## config.mk

```make
export PLATFORM = sky130hd
export DESIGN_NAME = color_normalize_classify
export DESIGN_NICKNAME = d
export VERILOG_FILES = /design/src/sv/cnc_pkg.sv /design/src/sv/color_normalize_classify.sv /design/src/sv/cnc_div_cell.sv /design/src/sv/cnc_classify.sv
export SDC_FILE = /design/constraint.sdc
export NUM_CORES = 2
export LEC_CHECK = 0
export ABC_CLOCK_PERIOD_IN_PS = 17800
export BUFFER_PORTS_ARGS = -buffer_cell sky130_fd_sc_hd__buf_2
export CAP_MARGIN = 20
export CORE_UTILIZATION = 58
export DETAILED_ROUTE_END_ITERATION = 7
export PLACE_DENSITY = 0.74
export RECOVER_POWER = 25
export SLEW_MARGIN = 5
export SYNTH_ARGS = -nofsm -noshare
export SYNTH_HDL_FRONTEND = slang
export SYNTH_SLANG_ARGS = --single-unit
```

## constraint.sdc

```tcl
create_clock -name clk_i -period 17.8 [get_ports clk_i]
set_input_delay 1.78 -clock clk_i [delete_from_list [all_inputs] [get_ports clk_i]]
set_output_delay 1.78 -clock clk_i [all_outputs]
set_load 0.005 [all_outputs]
```

## src/sv/cnc_pkg.sv

```systemverilog
package cnc_pkg;

  // fixed-point levels
  localparam int FRAC_BITS = 16;
  localparam int LEVEL_W   = FRAC_BITS + 1;
  localparam int FREQ_W    = 20;
  localparam int NUM_CH    = 3;
  localparam int CLASS_W   = 3;
  localparam int IDX_W     = 3;

  // stream packing
  localparam int IN_W        = NUM_CH * FREQ_W;
  localparam int IN_TDATA_W  = ((IN_W + 7) / 8) * 8;
  localparam int OUT_W       = NUM_CH * LEVEL_W + CLASS_W;
  localparam int OUT_TDATA_W = ((OUT_W + 7) / 8) * 8;

  // threshold compares: level > num/den  <=>  level * den > num << FRAC_BITS
  localparam int TH_W = LEVEL_W + 5;
  localparam logic [TH_W-1:0] ONE_LEVEL = TH_W'(1) << FRAC_BITS;

  typedef enum logic [1:0] {
    KIND_DIV,
    KIND_ZERO,
    KIND_SAT
  } kind_e;

  typedef enum logic [CLASS_W-1:0] {
    CLS_RED     = 3'd0,
    CLS_GREEN   = 3'd1,
    CLS_BLUE    = 3'd2,
    CLS_WHITE   = 3'd3,
    CLS_BLACK   = 3'd4,
    CLS_UNKNOWN = 3'd5
  } cls_e;

  typedef enum logic [IDX_W-1:0] {
    REG_BLACK_RED   = 3'd0,
    REG_BLACK_GREEN = 3'd1,
    REG_BLACK_BLUE  = 3'd2,
    REG_WHITE_RED   = 3'd3,
    REG_WHITE_GREEN = 3'd4,
    REG_WHITE_BLUE  = 3'd5
  } reg_e;

  typedef logic [FREQ_W-1:0]  freq_t;
  typedef freq_t [NUM_CH-1:0] freq3_t;
  typedef logic [LEVEL_W-1:0] level_t;
  typedef level_t [NUM_CH-1:0] level3_t;

  // one channel's partial division
  typedef struct packed {
    kind_e                kind;
    logic [FREQ_W-1:0]    rem;
    logic [FRAC_BITS-1:0] quo;
  } chan_t;

  typedef chan_t [NUM_CH-1:0] trip_t;

endpackage

```

## src/sv/color_normalize_classify.sv

```systemverilog
// Two-point calibrated colour classifier. Each beat on the slave stream is a
// red, green and blue frequency triple; each channel is mapped between its
// black and white calibration points to an unsigned Q1.16 level (65536 is
// full white), truncated and clamped, with zero where the reading is at or
// below black or the white point is not above black. The triple is then
// classified as red, green, blue, white, black or unknown. One triple is
// taken per clock while the input stage is free to accept it; every stage
// holds its own beat, so while a result waits on the master side the block
// keeps accepting until all eighteen stages hold a beat. A triple passes
// through one input stage that subtracts the black point and sorts out the
// zero and saturated cases, a row of 16 division cells that each produce
// one quotient bit for all three channels, and the output register holding
// the levels and the class. Calibration registers are written through the
// cfg port, always ready, and are meant to change only while no triple is
// in flight; indexes above five are ignored.
module color_normalize_classify (
  input  logic                                clk_i,
  input  logic                                rst_ni,
  // calibration writes
  input  logic                                cfg_valid_i,
  output logic                                cfg_ready_o,
  input  logic [cnc_pkg::IDX_W-1:0]           cfg_index_i,
  input  logic [cnc_pkg::FREQ_W-1:0]          cfg_data_i,
  // frequency triples
  input  logic                                s_axis_tvalid_i,
  output logic                                s_axis_tready_o,
  // tdata: red_freq, green_freq, blue_freq, zero pad
  input  logic [cnc_pkg::IN_TDATA_W-1:0]      s_axis_tdata_i,
  // levels and class
  output logic                                m_axis_tvalid_o,
  input  logic                                m_axis_tready_i,
  // tdata: norm_red, norm_green, norm_blue, color_class, zero pad
  output logic [cnc_pkg::OUT_TDATA_W-1:0]     m_axis_tdata_o
);
  import cnc_pkg::*;

  // calibration points, per channel red/green/blue
  freq3_t  black_q, white_q;
  freq3_t  divisor;
  logic [NUM_CH-1:0] cal_ok;

  // input stage
  freq3_t  freq_in;
  trip_t   pre_d, pre_q;
  logic    pre_valid_q;

  // cell row, index 0 is the input stage
  logic    cell_valid [FRAC_BITS+1];
  logic    cell_ready [FRAC_BITS+1];
  trip_t   cell_data  [FRAC_BITS+1];

  // output register
  level3_t levels;
  cls_e    cls;
  level3_t out_lvl_q;
  cls_e    out_cls_q;
  logic    out_valid_q;
  logic    out_ready;

  // ---------------------------------------------------------------------
  // calibration registers
  // ---------------------------------------------------------------------
  assign cfg_ready_o = 1'b1;

  always_ff @(posedge clk_i or negedge rst_ni) begin
    if (!rst_ni) begin
      black_q <= '0;
      white_q <= {NUM_CH{FREQ_W'(1)}};
    end else if (cfg_valid_i && cfg_ready_o) begin
      unique case (cfg_index_i)
        REG_BLACK_RED:   black_q[0] <= cfg_data_i;
        REG_BLACK_GREEN: black_q[1] <= cfg_data_i;
        REG_BLACK_BLUE:  black_q[2] <= cfg_data_i;
        REG_WHITE_RED:   white_q[0] <= cfg_data_i;
        REG_WHITE_GREEN: white_q[1] <= cfg_data_i;
        REG_WHITE_BLUE:  white_q[2] <= cfg_data_i;
        default: ;
      endcase
    end
  end

  // span between the two points; only used where white is above black
  always_comb begin
    for (int c = 0; c < NUM_CH; c++) begin
      cal_ok[c]  = white_q[c] > black_q[c];
      divisor[c] = white_q[c] - black_q[c];
    end
  end

  // ---------------------------------------------------------------------
  // input stage: subtract black, pick zero / saturated / divide
  // ---------------------------------------------------------------------
  // with black < reading < white the remainder starts below the divisor,
  // so sixteen steps give the whole quotient
  always_comb begin
    for (int c = 0; c < NUM_CH; c++) begin
      freq_in[c]   = s_axis_tdata_i[c*FREQ_W +: FREQ_W];
      pre_d[c].rem = freq_in[c] - black_q[c];
      pre_d[c].quo = '0;
      if (!cal_ok[c] || freq_in[c] <= black_q[c]) begin
        pre_d[c].kind = KIND_ZERO;
      end else if (freq_in[c] >= white_q[c]) begin
        pre_d[c].kind = KIND_SAT;
      end else begin
        pre_d[c].kind = KIND_DIV;
      end
    end
  end

  assign s_axis_tready_o = ~pre_valid_q | cell_ready[0];

  always_ff @(posedge clk_i or negedge rst_ni) begin
    if (!rst_ni) begin
      pre_valid_q <= 1'b0;
    end else if (s_axis_tready_o) begin
      pre_valid_q <= s_axis_tvalid_i;
    end
  end

  always_ff @(posedge clk_i) begin
    if (s_axis_tready_o && s_axis_tvalid_i) begin
      pre_q <= pre_d;
    end
  end

  // ---------------------------------------------------------------------
  // row of division cells, each beat moves on as soon as the next is free
  // ---------------------------------------------------------------------
  assign cell_valid[0] = pre_valid_q;
  assign cell_data[0]  = pre_q;

  for (genvar i = 0; i < FRAC_BITS; i++) begin : g_cell
    cnc_div_cell u_cell (
      .clk_i     (clk_i),
      .rst_ni    (rst_ni),
      .valid_i   (cell_valid[i]),
      .ready_o   (cell_ready[i]),
      .data_i    (cell_data[i]),
      .divisor_i (divisor),
      .valid_o   (cell_valid[i+1]),
      .ready_i   (cell_ready[i+1]),
      .data_o    (cell_data[i+1])
    );
  end

  // ---------------------------------------------------------------------
  // clamp, classify and register the result
  // ---------------------------------------------------------------------
  cnc_classify u_classify (
    .data_i   (cell_data[FRAC_BITS]),
    .levels_o (levels),
    .class_o  (cls)
  );

  assign out_ready             = ~out_valid_q | m_axis_tready_i;
  assign cell_ready[FRAC_BITS] = out_ready;

  always_ff @(posedge clk_i or negedge rst_ni) begin
    if (!rst_ni) begin
      out_valid_q <= 1'b0;
    end else if (out_ready) begin
      out_valid_q <= cell_valid[FRAC_BITS];
    end
  end

  always_ff @(posedge clk_i) begin
    if (out_ready && cell_valid[FRAC_BITS]) begin
      out_lvl_q <= levels;
      out_cls_q <= cls;
    end
  end

  assign m_axis_tvalid_o = out_valid_q;
  assign m_axis_tdata_o  = OUT_TDATA_W'({out_cls_q, out_lvl_q[2], out_lvl_q[1],
                                         out_lvl_q[0]});

`ifndef SYNTHESIS
  // a level never goes past full white
  assert property (@(posedge clk_i) disable iff (!rst_ni)
    out_valid_q |-> (out_lvl_q[0] <= ONE_LEVEL[LEVEL_W-1:0])
                 && (out_lvl_q[1] <= ONE_LEVEL[LEVEL_W-1:0])
                 && (out_lvl_q[2] <= ONE_LEVEL[LEVEL_W-1:0]))
    else $error("level above full white");

  // a red verdict needs red strictly ahead of both others
  assert property (@(posedge clk_i) disable iff (!rst_ni)
    out_valid_q && out_cls_q == CLS_RED
      |-> out_lvl_q[0] > out_lvl_q[1] && out_lvl_q[0] > out_lvl_q[2])
    else $error("red class without red dominance");

  // white needs every channel lit
  assert property (@(posedge clk_i) disable iff (!rst_ni)
    out_valid_q && out_cls_q == CLS_WHITE
      |-> out_lvl_q[0] != '0 && out_lvl_q[1] != '0 && out_lvl_q[2] != '0)
    else $error("white class with a dark channel");

  // a held result must not be overwritten by the row behind it
  assert property (@(posedge clk_i) disable iff (!rst_ni)
    out_valid_q && !m_axis_tready_i |=> out_valid_q && $stable(out_cls_q))
    else $error("stalled result lost");
`endif

endmodule

```

## src/sv/cnc_div_cell.sv

```systemverilog
module cnc_div_cell (
  input  logic            clk_i,
  input  logic            rst_ni,
  input  logic            valid_i,
  output logic            ready_o,
  input  cnc_pkg::trip_t  data_i,
  input  cnc_pkg::freq3_t divisor_i,
  output logic            valid_o,
  input  logic            ready_i,
  output cnc_pkg::trip_t  data_o
);
  import cnc_pkg::*;

  logic                          valid_q;
  trip_t                         data_q, data_d;
  logic [NUM_CH-1:0][FREQ_W:0]   shifted;
  logic [NUM_CH-1:0][FREQ_W:0]   reduced;
  logic [NUM_CH-1:0]             ge;

  // one restoring step per channel: one quotient bit
  always_comb begin
    for (int c = 0; c < NUM_CH; c++) begin
      shifted[c]     = {data_i[c].rem, 1'b0};
      reduced[c]     = shifted[c] - {1'b0, divisor_i[c]};
      ge[c]          = shifted[c] >= {1'b0, divisor_i[c]};
      data_d[c].kind = data_i[c].kind;
      data_d[c].rem  = ge[c] ? reduced[c][FREQ_W-1:0] : shifted[c][FREQ_W-1:0];
      data_d[c].quo  = {data_i[c].quo[FRAC_BITS-2:0], ge[c]};
    end
  end

  assign ready_o = ~valid_q | ready_i;
  assign valid_o = valid_q;
  assign data_o  = data_q;

  always_ff @(posedge clk_i or negedge rst_ni) begin
    if (!rst_ni) begin
      valid_q <= 1'b0;
    end else if (ready_o) begin
      valid_q <= valid_i;
    end
  end

  always_ff @(posedge clk_i) begin
    if (ready_o && valid_i) begin
      data_q <= data_d;
    end
  end

endmodule

```

## src/sv/cnc_classify.sv

```systemverilog
module cnc_classify (
  input  cnc_pkg::trip_t   data_i,
  output cnc_pkg::level3_t levels_o,
  output cnc_pkg::cls_e    class_o
);
  import cnc_pkg::*;

  level_t           r, g, b;
  logic [TH_W-1:0]  r5, g5, b5, r10, g10, b10, r20, g20, b20;

  // final level from the division kind
  always_comb begin
    for (int c = 0; c < NUM_CH; c++) begin
      case (data_i[c].kind)
        KIND_ZERO: levels_o[c] = '0;
        KIND_SAT:  levels_o[c] = ONE_LEVEL[LEVEL_W-1:0];
        default:   levels_o[c] = {1'b0, data_i[c].quo};
      endcase
    end
  end

  assign r = levels_o[0];
  assign g = levels_o[1];
  assign b = levels_o[2];

  assign r5  = TH_W'(r) * TH_W'(5);
  assign g5  = TH_W'(g) * TH_W'(5);
  assign b5  = TH_W'(b) * TH_W'(5);
  assign r10 = TH_W'(r) * TH_W'(10);
  assign g10 = TH_W'(g) * TH_W'(10);
  assign b10 = TH_W'(b) * TH_W'(10);
  assign r20 = TH_W'(r) * TH_W'(20);
  assign g20 = TH_W'(g) * TH_W'(20);
  assign b20 = TH_W'(b) * TH_W'(20);

  // first match wins
  always_comb begin
    if (r > g && r > b && r5 > ONE_LEVEL) begin
      class_o = CLS_RED;
    end else if (g > r && g > b && g20 > ONE_LEVEL) begin
      class_o = CLS_GREEN;
    end else if (b > r && b > g && b5 > ONE_LEVEL) begin
      class_o = CLS_BLUE;
    end else if (r20 > TH_W'(7) * ONE_LEVEL && g20 > TH_W'(7) * ONE_LEVEL
                 && b20 > TH_W'(7) * ONE_LEVEL) begin
      class_o = CLS_WHITE;
    end else if (r10 < ONE_LEVEL && g10 < ONE_LEVEL && b10 < ONE_LEVEL) begin
      class_o = CLS_BLACK;
    end else begin
      class_o = CLS_UNKNOWN;
    end
  end

endmodule

```

---- Yosys cells after proc, flatten, opt, wreduce, memory -nomap -nowiden ----
Cells that the tools add are included.
Widths: inputs -> output; s select.
word-level totals
  register bits after elaboration ......... 1662
  latch bits .............................. 0
  RAM bits ................................ 0
  ROM bits ................................ 0
  output and inout bits ................... 59
  memories kept ........................... 0
cells by class
  add/subtract/negate cells ............... 51
  multipliers ............................. 8
  div/mod/pow operators ................... 0
  $lt $le $gt $ge ......................... 72
  equality and inequality tests ........... 11
  shifts and indexed selects .............. 0
  mux-type cells .......................... 55
  bitwise gates (word level) .............. 36
  reduce and logical (&&, ||, !) cells .... 43
operators by type and width
  operator               number
  $sub 20x20->20         51
  $ge 21x20->1           48
  $mux 20                45
  $mul 17x3->20 const B  8
  $gt 17x17->1           6
  $pmux 17 s2            3
  $gt 22x19->1 const B   3
  $lt 21x17->1 const B   3
  $ge 20x20->1           3
  $gt 20x20->1           3
  $le 20x20->1           3
  $gt 20x17->1 const B   2
  $logic_and 1x1->1      28
  $gt 22x17->1 const B   1
  $not 1->1              18
  $or 1x1->1             18
  $reduce_and 2->1       6
  $mux 2                 5
  $eq 2x1->1 const B     3
  $eq 2x2->1 const B     3
  $eq 3x2->1 const B     2
  $eq 3x3->1 const B     2
  $reduce_or 4->1        1
  $eq 3x1->1 const B     1
  other kinds (5)        10

---- Longest topological paths before layout ----
  depth in word-level cells ............... 20
  depth in mapped cells ................... 24
  depth with buffers taken out ............ 23

---- Hierarchy ----
A second synthesis with hierarchy kept.
unflattened totals
  cells, all modules ...................... 13879
  area total of the unflattened synthesis .. 143625.2 sq um
modules (own cells, without submodules)
  module                    instances  cells each  area an instance (sq um)  sequential area each (sq um)
  cnc_div_cell              16         721         7659.8                    3448.3
  color_normalize_classify  1          1584        15760.1                   6660.1
  cnc_classify              1          759         5307.6                    0.0

---- Worst setup path after synthesis ----
Ideal clock, no wire load.
  path kind ............................... in2reg
  from .................................... input port m_axis_tready_i
  to ...................................... register g_cell[8].u_cell.data_q, in the netlist g_cell[8].u_cell.data_o[0], enable pin
  arrival ................................. 9144 ps
  required time ........................... 17113 ps
  slack ................................... 7969 ps
  stages .................................. 6
  path buffers ............................ 0
  cell sequence ........................... nor2b_1 > nand3_1 > nor2_1 > and2_1 > and3_1 > a21boi_0
between the ends
  word-level cells in the longest chain between the ends .. 10
ends and longest elaborated chain
  item                     RTL line                         RTL
  start, declared          color_normalize_classify.sv:31   input logic m_axis_tready_i,
  $or 1x1->1               color_normalize_classify.sv:155  assign out_ready = ~out_valid_q | m_axis_tready_i;
  $or 1x1->1 (8 in a row)  cnc_div_cell.sv:32               assign ready_o = ~valid_q | ready_i;
  $logic_and 1x1->1        cnc_div_cell.sv:45               if (ready_o && valid_i) begin
  end signal, assigned     cnc_div_cell.sv:46               data_q <= data_d;
  end, declared            cnc_div_cell.sv:15               trip_t data_q, data_d;
Every way passes these cells.
A chain may end at the register's enable or synchronous reset.

==> flow_metrics.tcl <==
set metrics [dict create \
    cts_made_buffers 184 \
    ant_nets 0 \
    rsz0062_at_grt "false" \
    die_x_um 441 \
    hold_path_class "reg2reg" \
    core_mm2 0.191 \
    groute.usage.overall_pct 25.5 \
    yosysMostFrequentCell "edfxtp_1" \
    tightestPinTransition_ns 4.02 \
    path_clk_slew_ns 0.06 \
    hpwl_um 194000 \
    wirelength_um 249000 \
    synth_edf_count 1524 \
    place_congestion 0.983 \
    syn_area_mm2 0.112 \
    synth_top_cell_by_area "edfxtp_1" \
    nNetsFinal 11800 \
    htree_levels 4 \
    critPathTopFamily "buffers and inverters" \
    grt_antenna_before_repair 2 \
    slowest_delay_ns 2.97 \
    slew_headroom_pct -168 \
    synth_warnings 0 \
    nFillCells 14300 \
    startpoint_type "input port" \
    synthArstFlopShare_pct 8.30 \
    fp.dieH_um 441 \
    crit_top_cell "clkbuf_1" \
    io-pin-count 151 \
    critPathKind "in2async" \
    ys_types 100 \
    clockRootBuffer "clkbuf_16" \
    overflow 0 \
    maxSlewViolCount 439 \
    synth_seq_area_share_pct 44.1 \
    ys_top_cells_by_count "1524 x edfxtp_1, 1231 x ha_1, 794 x a21oi_1" \
    tns_ns 0 \
    drc_errors 0 \
    worstPathArrival_ns 7.62 \
    fmax_mhz 131 \
    final_util_pct 64.0 \
    setup_violations 0 \
    yosys-top-cells-area "edfxtp_1 41%, ha_1 14%, mux2_2 5.9%, xnor2_1 4.4%, a21oi_1 3.6%" \
    initial_core_util_pct 58.6 \
    finClkSkew_ns 0.0406 \
    synth_top_area_share_pct 41.0 \
    syn2layout_area_growth_pct 9.32 \
    rows 160 \
    min_period_ns 7.62 \
    seq_area_mm2 0.0492 \
    grt_first_pass_wirelength_um 402000 \
    placed_cells 12800 \
    first_pass_iters 6 \
    ys.flop_type "edfxtp_1" \
    post-cts-setup-buffers 0 \
    worst-path-buf-inv 2 \
    grt_pass1_vias 80600 \
    cts_tree "done" \
    grt_max_degree 79 \
    cap_violations 9 \
    status "complete, but fails checks" \
    holdWs_ns 0.397 \
    die_area_mm2 0.194 \
    clock_latency_ns 0.84 \
    port_buffers 143 \
    synth.avg_cell_area_um2 11.0 \
    cts-resized-gates 0 \
    ctsLongestPathBuffers 3 \
    hold_buffers 0 \
    avgRoutedWirePerCell_um 19.0 \
    critPathMaxFanout 74 \
    vias 78900 \
    crit_path_cell_trace "clkbuf_1 -> clkbuf_1" \
    finalCritPeriodShare_pct 42.8 \
    final-instance-count-excl-fill 13100 \
    multi_input_area_mm2 0.0605 \
    critPathCaptureType "async pin" \
    violations "max-capacitance violations, max-slew violations" \
    netlist_instances 10200 \
    ys_ff_latch 1662 \
    critPathRequiredTime_ns 17.80 \
    clock_sink_count 1662 \
    slowest_stage "clkbuf_1" \
    via_per_inst 6.02 \
    drt_iter0_markers 4357 \
    hold_violations 0 \
    drive_gt1_share_pct 12.4 \
]
worst register-to-register path: stages (launching register included):
cell and delay, ns:
dfstp_2 0.54, inv_1 0.07, ha_4 0.16, fa_2 0.37, nor2b_1 0.11, o21ai_0 0.11
a21oi_1 0.19, o21ai_0 0.13, a21boi_0 0.50, a21o_1 0.20, a21oi_1 0.09, xor2_2 0.12
buf_4 0.30, ha_1 0.39, a21o_1 0.19, a21o_1 0.19, a211o_1 0.31, a221o_1 0.41
a2111oi_4 0.41, nor3b_1 0.12, o21a_1 0.20, o21a_1 0.19, nor2_2 0.75, mux2_1 0.40
placed cells by master (no fill, tap or decap), drive strengths merged, types with 76 or more instances in the layout:
| cell | synthesis | routed |
|---|---|---|
| a21oi | 805 | 805 |
| nand3 | 171 | 171 |
| nand4 | 165 | 165 |
| edfxtp | 1524 | 1524 |
| mux2 | 616 | 616 |
| nor2b | 136 | 136 |
| and3 | 80 | 80 |
| o21a | 98 | 98 |
| xor2 | 296 | 296 |
| nand2b | 141 | 141 |
| a21o | 371 | 371 |
| nor2 | 609 | 609 |
| ha | 1231 | 1231 |
| dfrtp | 135 | 135 |
| o21bai | 126 | 126 |
| nand2 | 629 | 629 |
| clkbuf | 93 | 244 |
| inv | 467 | 475 |
| xnor2 | 555 | 555 |
| nor3 | 202 | 202 |
| o21ai | 640 | 640 |
| buf | 83 | 233 |
| and2 | 99 | 99 |
| clkinv | 0 | 76 |
metrics by stage:
stage	worst slack (ns)	instance area [um^2]
4_1_cts	11.07	122000
6_report	10.18	122000
5_1_grt	8.92	122000
2_1_floorplan	7.97	112000
3_5_place_dp	11.09	116000
3_3_place_gp	11.17	116000
path summary, 6_finish.rpt:
kind,start,to,slack [ns],depth (start not counted)
hold / removal,g_cell[12].u_cell.data_o[0],g_cell[13].u_cell.data_o[1],0.40,0
setup reg to reg,white_q[40],g_cell[11].u_cell.data_o[96],11.09,23
hold reg to reg,g_cell[12].u_cell.data_o[0],g_cell[13].u_cell.data_o[1],0.40,0
max in group clk_i,white_q[40],g_cell[11].u_cell.data_o[96],11.09,23
setup / recovery,rst_ni,g_cell[14].u_cell.valid_o,10.18,2
min in group asynchronous,rst_ni,white_q[55],2.32,1
sequential cells by signal, indices dropped and copies added (netlist names):
register	flops
black_q	60
g_cell.u_cell.valid_o	16
m_axis_tdata_o	51
out_cls_q	3
m_axis_tvalid_o	1
pre_valid_q	1
cell_data	66
g_cell.u_cell.data_o	1404
white_q	60
routing by layer:
| layer | vias to the layer above | wire length (um) | track usage (%) |
|---|---|---|---|
| met4 | 0 | 9710 | 10.5 |
| met1 | 37700 | 105000 | 30.2 |
| li1 | 38900 | - | - |
| met2 | 1786 | 126000 | 46.6 |
| met3 | 528 | 8800 | 2.74 |
| met5 | - | 0 | 0 |
cell families (layout without fill, tap and decap cells):
logic type               Yosys count  count (layout)  share of synthesized area [%]
AO/OA/AOI/OAI                   2626            2626                           15.0
XOR/XNOR                         851             851                           6.67
adder cells (fa/ha/maj)         1291            1291                           14.8
buffers and inverters            643            1057                           2.31
flip-flops                      1662            1662                           44.1
multiplexers                     635             635                           6.38
other                              2               4                        0.00672
AND/OR/NAND/NOR                 2464            2464                           10.8
final cells by class:
cell class,instances,area share (%)
tap,2511,2.57
inverter,467,1.44
sequential,1662,40.3
timing repair buffer,251,1.23
multi-input combinational,7870,49.5
clock inverter,113,1.01
antenna,1,0.00205
clock buffer,226,3.94
Power is left out: the tool's default activity adds up to more than one toggle a clock period on the data nets, which glitch-free logic cannot reach.
